==> config.mk <==
export PLATFORM = sky130hd
export DESIGN_NAME = ordered_value_list
export DESIGN_NICKNAME = d
export VERILOG_FILES = /design/src/design/ovl_pkg.sv /design/src/design/ovl_ctrl.sv /design/src/design/ovl_datapath.sv /design/src/design/ordered_value_list.sv
export VERILOG_INCLUDE_DIRS = /design/src /design/src/design
export SDC_FILE = /design/constraint.sdc
export NUM_CORES = 2
export LEC_CHECK = 0
export BUFFER_PORTS_ARGS = -buffer_cell sky130_fd_sc_hd__buf_2
export CAP_MARGIN = 20
export CORE_MARGIN = 4
export CORE_UTILIZATION = 64
export DETAILED_ROUTE_END_ITERATION = 7
export PLACE_DENSITY_LB_ADDON = 0.25
export SYNTH_ARGS = -nofsm -noshare
export SYNTH_HDL_FRONTEND = slang
export SYNTH_SLANG_ARGS = --single-unit
export TNS_END_PERCENT = 20
==> constraint.sdc <==
create_clock -name clk -period 6.5 [get_ports clk]
set_clock_uncertainty 0.15 [all_clocks]
set_input_delay 0.325 -clock clk [delete_from_list [all_inputs] [get_ports clk]]
set_output_delay 0.325 -clock clk [all_outputs]
set_load 0.05 [all_outputs]
==> src/design/ordered_value_list_defines.svh <==
// Assertion macros for the ordered value list
`ifndef ORDERED_VALUE_LIST_DEFINES_SVH
`define ORDERED_VALUE_LIST_DEFINES_SVH

`ifndef SYNTHESIS

`define OVL_ASSERT(lbl, clk, rst_n, prop) \
    lbl: assert property (@(posedge clk) disable iff (!rst_n) prop) \
        else $error("ordered_value_list: assertion failed");

`define OVL_NEVER(lbl, clk, rst_n, expr) \
    lbl: assert property (@(posedge clk) disable iff (!rst_n) !(expr)) \
        else $error("ordered_value_list: forbidden condition seen");

`else

`define OVL_ASSERT(lbl, clk, rst_n, prop)

`define OVL_NEVER(lbl, clk, rst_n, expr)

`endif

`endif

==> src/design/ovl_pkg.sv <==
package ovl_pkg;

    localparam int ACTION_W    = 3;
    localparam int VALUE_W     = 32;
    localparam int COUNT_OUT_W = 5;

    typedef enum logic [ACTION_W-1:0] {
        ACT_ADD      = 3'd0,
        ACT_REMOVE   = 3'd1,
        ACT_CONTAINS = 3'd2,
        ACT_CLEAR    = 3'd3,
        ACT_READ     = 3'd4
    } action_t;

    typedef enum logic [1:0] {
        ST_IDLE,
        ST_COMPARE,
        ST_APPLY,
        ST_READ
    } ovl_state_t;

    typedef struct packed {
        logic load;
        logic compare;
        logic apply;
        logic read_step;
    } ovl_cmd_t;

    typedef struct packed {
        logic is_read;
        logic cnt_zero;
        logic rd_last;
    } ovl_status_t;

endpackage

==> src/design/ovl_ctrl.sv <==
module ovl_ctrl
    import ovl_pkg::*;
(
    input  logic        clk,
    input  logic        rst_n,
    input  logic        start,
    output logic        busy,
    input  ovl_status_t status,
    output ovl_cmd_t    cmd
);

    ovl_state_t state_reg;
    ovl_state_t state_next;

    always_ff @(posedge clk or negedge rst_n)
    begin
        if (!rst_n)
        begin
            state_reg <= ST_IDLE;
        end
        else
        begin
            state_reg <= state_next;
        end
    end

    always_comb
    begin
        state_next = state_reg;
        cmd        = '0;
        busy       = 1'b1;
        case (state_reg)
            ST_IDLE:
            begin
                busy = 1'b0;
                if (start)
                begin
                    cmd.load   = 1'b1;
                    state_next = ST_COMPARE;
                end
            end
            ST_COMPARE:
            begin
                cmd.compare = 1'b1;
                state_next  = ST_APPLY;
            end
            ST_APPLY:
            begin
                cmd.apply = 1'b1;
                if (status.is_read && !status.cnt_zero)
                begin
                    state_next = ST_READ;
                end
                else
                begin
                    state_next = ST_IDLE;
                end
            end
            ST_READ:
            begin
                cmd.read_step = 1'b1;
                if (status.rd_last)
                begin
                    state_next = ST_IDLE;
                end
            end
            default:
            begin
                state_next = ST_IDLE;
            end
        endcase
    end

endmodule

==> src/design/ovl_datapath.sv <==
`include "ordered_value_list_defines.svh"

module ovl_datapath
    import ovl_pkg::*;
#(
    parameter int DEPTH = 16
)
(
    input  logic                      clk,
    input  logic                      rst_n,
    input  ovl_cmd_t                  cmd,
    output ovl_status_t               status,
    input  logic [ACTION_W-1:0]       action,
    input  logic signed [VALUE_W-1:0] value,
    output logic                      strobe,
    output logic                      ok,
    output logic signed [VALUE_W-1:0] entry_value,
    output logic [COUNT_OUT_W-1:0]    count,
    output logic                      last
);

    localparam int COUNT_W = $clog2(DEPTH + 1);
    localparam int IDX_W   = (DEPTH > 1) ? $clog2(DEPTH) : 1;

    logic [VALUE_W-1:0]        entries_reg [DEPTH];
    action_t                   action_reg;
    logic [VALUE_W-1:0]        value_reg;
    logic [COUNT_W-1:0]        cnt_reg;
    logic [COUNT_W-1:0]        cnt_next;
    logic [IDX_W-1:0]          rd_idx_reg;
    logic [DEPTH-1:0]          match_reg;
    logic [DEPTH-1:0]          match_next;
    logic [DEPTH-1:0]          shift_en;
    logic                      any_match;
    logic                      add_we;
    logic                      rm_en;
    logic                      emit;
    logic                      ok_c;
    logic                      strobe_reg;
    logic                      ok_reg;
    logic [VALUE_W-1:0]        entry_value_reg;
    logic [COUNT_OUT_W-1:0]    count_reg;
    logic                      last_reg;

    assign status.is_read  = (action_reg == ACT_READ);
    assign status.cnt_zero = (cnt_reg == '0);
    assign status.rd_last  = (rd_idx_reg == '0);

    always_comb
    begin
        for (int i = 0; i < DEPTH; i++)
        begin
            match_next[i] = (entries_reg[i] == value_reg) && (COUNT_W'(i) < cnt_reg);
        end
    end

    assign any_match = |match_reg;

    // shift down every cell at or above the newest match
    always_comb
    begin
        for (int i = 0; i < DEPTH; i++)
        begin
            shift_en[i] = any_match && (((match_reg >> i) >> 1) == '0);
        end
    end

    always_comb
    begin
        cnt_next = cnt_reg;
        add_we   = 1'b0;
        rm_en    = 1'b0;
        emit     = 1'b1;
        ok_c     = 1'b0;
        case (action_reg)
            ACT_ADD:
            begin
                if (cnt_reg < COUNT_W'(DEPTH))
                begin
                    add_we   = 1'b1;
                    cnt_next = cnt_reg + 1'b1;
                    ok_c     = 1'b1;
                end
            end
            ACT_REMOVE:
            begin
                if (any_match)
                begin
                    rm_en    = 1'b1;
                    cnt_next = cnt_reg - 1'b1;
                    ok_c     = 1'b1;
                end
            end
            ACT_CONTAINS:
            begin
                ok_c = any_match;
            end
            ACT_CLEAR:
            begin
                cnt_next = '0;
                ok_c     = 1'b1;
            end
            ACT_READ:
            begin
                emit = (cnt_reg == '0);
            end
            default:
            begin
                ok_c = 1'b0;
            end
        endcase
    end

    always_ff @(posedge clk)
    begin
        if (cmd.load)
        begin
            action_reg <= action_t'(action);
            value_reg  <= value;
        end
        if (cmd.compare)
        begin
            match_reg <= match_next;
        end
        if (cmd.apply && add_we)
        begin
            entries_reg[cnt_reg[IDX_W-1:0]] <= value_reg;
        end
        for (int i = 0; i < DEPTH - 1; i++)
        begin
            if (cmd.apply && rm_en && shift_en[i])
            begin
                entries_reg[i] <= entries_reg[i+1];
            end
        end
        if (cmd.apply)
        begin
            rd_idx_reg <= IDX_W'(cnt_reg - 1'b1);
        end
        else if (cmd.read_step)
        begin
            rd_idx_reg <= rd_idx_reg - 1'b1;
        end
    end

    always_ff @(posedge clk or negedge rst_n)
    begin
        if (!rst_n)
        begin
            cnt_reg    <= '0;
            strobe_reg <= 1'b0;
        end
        else
        begin
            if (cmd.apply)
            begin
                cnt_reg <= cnt_next;
            end
            strobe_reg <= (cmd.apply && emit) || cmd.read_step;
        end
    end

    always_ff @(posedge clk)
    begin
        if (cmd.apply)
        begin
            ok_reg          <= ok_c;
            entry_value_reg <= '0;
            count_reg       <= COUNT_OUT_W'(cnt_next);
            last_reg        <= 1'b1;
        end
        else if (cmd.read_step)
        begin
            ok_reg          <= 1'b1;
            entry_value_reg <= entries_reg[rd_idx_reg];
            count_reg       <= COUNT_OUT_W'(cnt_reg);
            last_reg        <= (rd_idx_reg == '0);
        end
    end

    assign strobe      = strobe_reg;
    assign ok          = ok_reg;
    assign entry_value = entry_value_reg;
    assign count       = count_reg;
    assign last        = last_reg;

    `OVL_NEVER(a_cnt_bound, clk, rst_n, cnt_reg > COUNT_W'(DEPTH))
    `OVL_ASSERT(a_cnt_hold, clk, rst_n, !cmd.apply |=> $stable(cnt_reg))
    `OVL_ASSERT(a_read_burst, clk, rst_n, (strobe_reg && !last_reg) |=> strobe_reg)

endmodule

==> src/design/ordered_value_list.sv <==
// Channel   Handshake      Payload                          Direction
// command   start / busy   action, value                    in
// result    strobe         ok, entry_value, count, last     out
//
// Single-word actions: strobe rises after the latch, the parallel compare in every cell and
// the apply into the output register, in that order; busy drops with the strobe.
// Read out: one word when empty as above, else the first word comes from the first READ step after the apply,
// then one per cycle, newest first; busy drops in the cycle of the last word.
// Reset clears the count and the controller; cell contents are not cleared.
// The receiver takes every word in the cycle its strobe is high.
module ordered_value_list
    import ovl_pkg::*;
#(
    parameter int DEPTH = 16
)
(
    input  logic                      clk,
    input  logic                      rst_n,
    input  logic                      start,
    output logic                      busy,
    input  logic [ACTION_W-1:0]       action,
    input  logic signed [VALUE_W-1:0] value,
    output logic                      strobe,
    output logic                      ok,
    output logic signed [VALUE_W-1:0] entry_value,
    output logic [COUNT_OUT_W-1:0]    count,
    output logic                      last
);

    ovl_cmd_t    cmd;
    ovl_status_t status;

    ovl_ctrl u_ctrl (
        .clk    (clk),
        .rst_n  (rst_n),
        .start  (start),
        .busy   (busy),
        .status (status),
        .cmd    (cmd)
    );

    ovl_datapath #(
        .DEPTH (DEPTH)
    ) u_datapath (
        .clk         (clk),
        .rst_n       (rst_n),
        .cmd         (cmd),
        .status      (status),
        .action      (action),
        .value       (value),
        .strobe      (strobe),
        .ok          (ok),
        .entry_value (entry_value),
        .count       (count),
        .last        (last)
    );

endmodule
After elaboration in Yosys (flattened, before gate mapping):

Memories as Yosys holds them, arrays and structs flattened. A register that Yosys moved wholly into a read port is not among the register bits.
Index checks and enable logic that the tools add are counted.

* bits in registers: 70
* latch bits: 0
* bits in writable memories: 512
* ROM bits: 0
* bits of input ports: 38
* output and inout bits: 41
* logic and storage cells: 191
* memories: 1

Memories
* u_datapath.entries_reg: words 16, width 32, rd ports 17, clocked after Yosys merged registers in 1, wr ports 15, RTL line ovl_datapath.sv:25 `logic [VALUE_W-1:0] entries_reg [DEPTH];`

* add/sub/neg operators: 3
* multipliers: 0
* divide/modulo/power cells: 0
* $lt $le $gt $ge: 17
* equal/unequal tests: 25
* shift-type cells: 0
* muxes and demuxes: 60
* bitwise logic cells: 0
* reduce and logical (&&, ||, !) cells: 75

Operators by type and width (number)
* 32-bit equality test: 16
* 16-bit zero test: 15
* 1-bit logical AND: 50
* 1-bit 2-to-1 mux: 46
* 4-bit by 5-bit < comparator with 1-bit output, first input constant: 8
* 32-bit 2-to-1 mux: 1
* 32-bit OR reduction: 1
* 3-bit by 5-bit < comparator with 1-bit output, first input constant: 4
* 5-bit 2-to-1 mux: 4
* 16-bit OR reduction: 1
* 5-bit one-hot mux with 3 select lines: 1
* 4-bit 2-to-1 mux: 3
* 1-bit by 5-bit < comparator with 1-bit output, first input constant: 2
* 2-bit by 5-bit < comparator with 1-bit output, first input constant: 2
* 2-bit one-hot mux with 4 select lines: 1
* 3-bit by 2-bit equality test with 1-bit output, second input constant: 2
* 2-bit 2-to-1 mux: 3
* 5-bit by 1-bit adder with 5-bit output, second input constant: 1
* 5-bit zero test: 1
* 5-bit < comparator, second input constant: 1
* 5-bit by 1-bit subtractor with 5-bit output, second input constant: 1
* 2-bit equality test, second input constant: 2
* 4-bit zero test: 1
* 2-bit inequality test, second input constant: 2
* other kinds (11): 11

Longest topological paths before layout:

* depth after elaboration: 9
* depth in mapped cells: 10

Hierarchy:

From an unflattened synthesis, not the netlist that was laid out.

* cell total of the unflattened synthesis: 2465
* area total of the unflattened synthesis: 35235.0 µm²

Modules (own cells, without submodules)
* ovl_datapath: instances 1, cells each 2453, area each 35114.9 µm², sequential area each 18017.3 µm²
* ovl_ctrl: instances 1, cells each 12, area each 120.1 µm², sequential area each 50.0 µm²

Worst setup path before layout:

No wires, ideal clock.

* path kind: reg-to-reg
* start point: register u_datapath.match_reg[5]
* end point: memory u_datapath.entries_reg[1][0] (enable)
* library setup time: 0.511 ns
* arrival: 5.126 ns
* path slack: 0.713 ns
* stages on the path, launching flop included: 5
* path buffers: 1
* cells stage by stage: edfxtp_1 or4_1 or4_1 clkbuf_1 o41ai_1

RTL lines
* start: declaration: RTL line ovl_datapath.sv:31 `logic [DEPTH-1:0] match_reg;`
* start signal: assignment: RTL line ovl_datapath.sv:123 `match_reg <= match_next;`
* end: declaration: RTL line ovl_datapath.sv:25

==> key figures <==
GRT
  – Largest net degree at the start of global routing: 131
  – Antenna violations before repair: 0
  – GR peak layer: met2
  – Number of global-route vias before repair: 22221
  – GRT Overall Usage: 34.7%
  – Global routing met2 resource utilization: 56.3%
  – Wire length of the first global-routing pass: 150 mm
  – Remaining global-route overflow: 0
  – GR met1 Demand/Resource: 44.8%
  – Met3 track utilization from global routing: 5.31%

Die
  – Placeable Area: 53900 µm²
  – Rows: 85
  – Die Width: 242 µm
  – Height of the die: 242 µm
  – Area of the die: 58500 µm²
  – I/O pins: 79
  – Initial core utilization: 64.9%

Logic synthesis
  – Async set-reset flop share out of synthesis: 1.30%
  – Synth Net Count: 2559
  – Number of synthesized flops with an enable pin: 573
  – Seq cells post-synth: 614
  – Avg Inst Size Synth: 13.9 µm²
  – Cell variety after synth: 56
  – Yosys warning total: 0
  – Area of the mapped netlist: 35000 µm²
  – Part of the Yosys area used for sequential elements: 51.6%
  – Number of cells produced by synthesis: 2515
  – Top flip-flop cell by instance count after synthesis: sky130_fd_sc_hd__edfxtp_1

Setup path
  – Reg-to-reg critical path endpoint: u_datapath.entries_reg[4][3]
  – Max Fanout on Critical Path: 32
  – Start of the worst register-to-register path: u_datapath.action_reg[2]
  – Kind of capture point of the worst setup path: flip-flop
  – Critical path destination: u_datapath.entries_reg[4][3]
  – CP Launch Point: u_datapath.action_reg[2]
  – Register-to-register setup slack: 1.99 ns
  – Worst-case reg-to-reg path depth: 5
  – Required time at the worst-slack endpoint: 6.70 ns
  – Arrival time of the worst setup path: 4.71 ns
  – Classification of the worst setup path: reg2reg
  – Worst setup SP type: flip-flop

Finish
  – Fraction of final layout cells with drive strength greater than 1: 32.6%
  – Layout fillers: 3487
  – Sequential cell area in the final layout: 18100 µm²
  – Number of flip-flops under the largest register name: 512
  – Diode insertion count for antenna repair: 0
  – Synthesis-to-layout area growth: 10.1%
  – Total area of multi-input combinational cells: 15900 µm²
  – # nets final: 2578

STA
  – Unrepaired setup endpoints after global routing: false
  – Fin worst setup slack: 1.99 ns
  – Fin. Hold Viols: 0
  – Highest clock rate: 222 MHz
  – Worst slew margin: 22.5%
  – Transition at the pin with the smallest max-transition slack: 1.16 ns
  – Total setup violations reported at the end of the flow: 0
  – Share of the clock period used by the worst path: 69.3%
  – Total Neg Setup Slack: 0 ns
  – Max-slew violation total from the final report: 0
  – Post-route minimum period: 4.51 ns

Routing
  – Final routed DRC violation total: 0
  – Routed wire length per instance: 31.2 µm
  – Vias per cell: 6.85
  – Iteration count of the initial detailed-routing pass: 6
  – Routed vias: 22497
  – DR iter-0 viols: 2757
  – Total wire length: 102 mm
  – Antenna viol nets, final: 0

Power
  – Peak supply drop: 0.502 mV
  – Post-route total power: 13.4 mW
  – Power density cells: 347 nW/µm²
  – Static power due to leakage: 13.1 nW

Clock network
  – Root Driver: sky130_fd_sc_hd__clkbuf_16
  – Maximum count of clock buffers along a single path: 3
  – Cells resized by post-CTS repair: 0
  – Source-to-sink clock delay at the later pin of the worst-skew pair: 0.62 ns
  – Post-CTS Setup Repair Bufs: 0
  – Number of clock sinks seen by CTS: 614
  – CTS tree: yes
  – Quantity of hold-fixing buffers added after cts: 37
  – Clock input transition at the sequential cells of the worst setup and hold paths: 0.07 ns
  – Clock buffer count from CTS: 68
  – H-tree lvl count: 3

Run
  – Max_cap viols: 0

Placed design
  – Worst slack, placed: 1.65 ns
  – HPWL reported at the end of detailed placement: 72.6 mm
  – GPL Wtd Cong: 0.996
  – Buffers on Ports: 78

Min path
  – Hold crit path type: in2reg

Status
  – Result of the run: complete, no violations
==> layout make-up <==
type                            count  share of cell area, %
Tap cell                          696                   2.26
Clock inverter                     27                  0.523
Multi-Input combinational cell   1615                   41.3
Inverter                           43                  0.419
Sequential cell                   614                   46.9
Clock buffer                       96                   4.99
Timing Repair Buffer              192                   3.59
==> how the worst min path moves through the flow <==
stage               startpoint                       end  slack [ns]  depth (start not counted)
floorplan                rst_n       u_ctrl.state_reg[0]       -0.12                          0
global placement         rst_n     u_datapath.cnt_reg[4]        0.03                          1
detailed placement       rst_n     u_datapath.cnt_reg[2]        0.04                          1
CTS                  action[0]  u_datapath.action_reg[0]        0.24                          2
global route          value[4]   u_datapath.value_reg[4]        0.26                          2
finish               value[31]  u_datapath.value_reg[31]        0.27                          2
==> per-stage QoR <==
step	instance area, µm²	hold WS [ns]	util [%]	instances
finish	38500	0.273	71.5	3283
global route	38500	0.265	71.5	3283
CTS	38500	0.245	71.4	3282
detailed placement	36000	0.0356	66.8	3122
global placement	36000	0.0280	66.8	3121
floorplan	35000	-0.121	-	2515
==> placed cells by master, fill, tap and decap left out, types with 9 or more instances in the layout <==
| cell type | n |
|---|---|
| sky130_fd_sc_hd__edfxtp_1 | 573 |
| sky130_fd_sc_hd__mux2_2 | 417 |
| sky130_fd_sc_hd__xor2_1 | 334 |
| sky130_fd_sc_hd__xnor2_1 | 185 |
| sky130_fd_sc_hd__mux4_2 | 128 |
| sky130_fd_sc_hd__nand2_1 | 116 |
| sky130_fd_sc_hd__nor4_1 | 93 |
| sky130_fd_sc_hd__buf_2 | 79 |
| sky130_fd_sc_hd__buf_4 | 73 |
| sky130_fd_sc_hd__clkbuf_16 | 71 |
| sky130_fd_sc_hd__nand4_1 | 56 |
| sky130_fd_sc_hd__inv_1 | 42 |
| sky130_fd_sc_hd__dlygate4sd3_1 | 37 |
| sky130_fd_sc_hd__a22oi_1 | 34 |
| sky130_fd_sc_hd__mux2i_1 | 33 |
| sky130_fd_sc_hd__dfxtp_1 | 33 |
| sky130_fd_sc_hd__o221ai_1 | 32 |
| sky130_fd_sc_hd__mux2_4 | 30 |
| sky130_fd_sc_hd__nor2_1 | 20 |
| sky130_fd_sc_hd__nor3_1 | 20 |
| sky130_fd_sc_hd__clkbuf_1 | 20 |
| sky130_fd_sc_hd__nand3_1 | 18 |
| sky130_fd_sc_hd__clkinv_1 | 12 |
| sky130_fd_sc_hd__o21ai_0 | 10 |
| sky130_fd_sc_hd__clkinv_2 | 10 |
| sky130_fd_sc_hd__a21o_1 | 9 |
==> power breakdown <==
group,leakage [nW],switching (mW),internal [mW]
Clock,1.04,1.56,2.18
Sequential,5.55,0.264,4.75
Combinational,6.48,2.78,1.85
==> worst max-delay path: stages (launching register included) <==
cell                       delay, ns
sky130_fd_sc_hd__edfxtp_1       0.44
sky130_fd_sc_hd__nor3b_1        0.68
sky130_fd_sc_hd__nand3_1        0.73
sky130_fd_sc_hd__or4_1          0.80
sky130_fd_sc_hd__or3_2          0.93
sky130_fd_sc_hd__mux2_4         0.47
==> per-layer routing <==
layer  vias to the layer above  share of wire [%]
li1                       9532                  -
met5                         -                  0
met3                       259                7.7
met4                         0                7.1
met1                     11495                 37
met2                      1211                 48
==> cell families (layout without fill, tap and decap cells) <==
group,after synthesis,count (layout),share of synthesized area (%)
XOR/XNOR,519,519,13.0
buffers and inverters,286,358,3.20
AO/OA/AOI/OAI,118,118,2.62
AND/OR/NAND/NOR,363,363,5.41
multiplexers,609,609,23.9
flip-flops,614,614,51.6
adder cells (fa/ha/maj),6,6,0.215
==> synthesized netlist by cell type (6+ instances only) <==
cell	number	area (µm²)
sky130_fd_sc_hd__nor2_1	23	86.3
sky130_fd_sc_hd__edfxtp_1	573	17200
sky130_fd_sc_hd__a21o_1	9	67.6
sky130_fd_sc_hd__xor2_1	334	2930
sky130_fd_sc_hd__ha_1	6	75.1
sky130_fd_sc_hd__buf_1	50	188
sky130_fd_sc_hd__mux2i_1	33	330
sky130_fd_sc_hd__mux4_2	128	2880
sky130_fd_sc_hd__nand2_1	116	435
sky130_fd_sc_hd__nand3_1	18	90.1
sky130_fd_sc_hd__xnor2_1	185	1620
sky130_fd_sc_hd__dfxtp_1	33	661
sky130_fd_sc_hd__inv_1	42	158
sky130_fd_sc_hd__buf_2	18	90.1
sky130_fd_sc_hd__or3_1	8	50.1
sky130_fd_sc_hd__mux2_4	30	450
sky130_fd_sc_hd__nor4_1	97	607
sky130_fd_sc_hd__o21ai_0	10	50.1
sky130_fd_sc_hd__dfrtp_1	8	200
sky130_fd_sc_hd__nor3_1	24	120
sky130_fd_sc_hd__a22oi_1	34	255
sky130_fd_sc_hd__clkbuf_1	172	646
sky130_fd_sc_hd__nand4_1	56	350
sky130_fd_sc_hd__mux2_2	417	4700
sky130_fd_sc_hd__o221ai_1	32	280
Note: power is estimated with default switching activity, not from simulation.
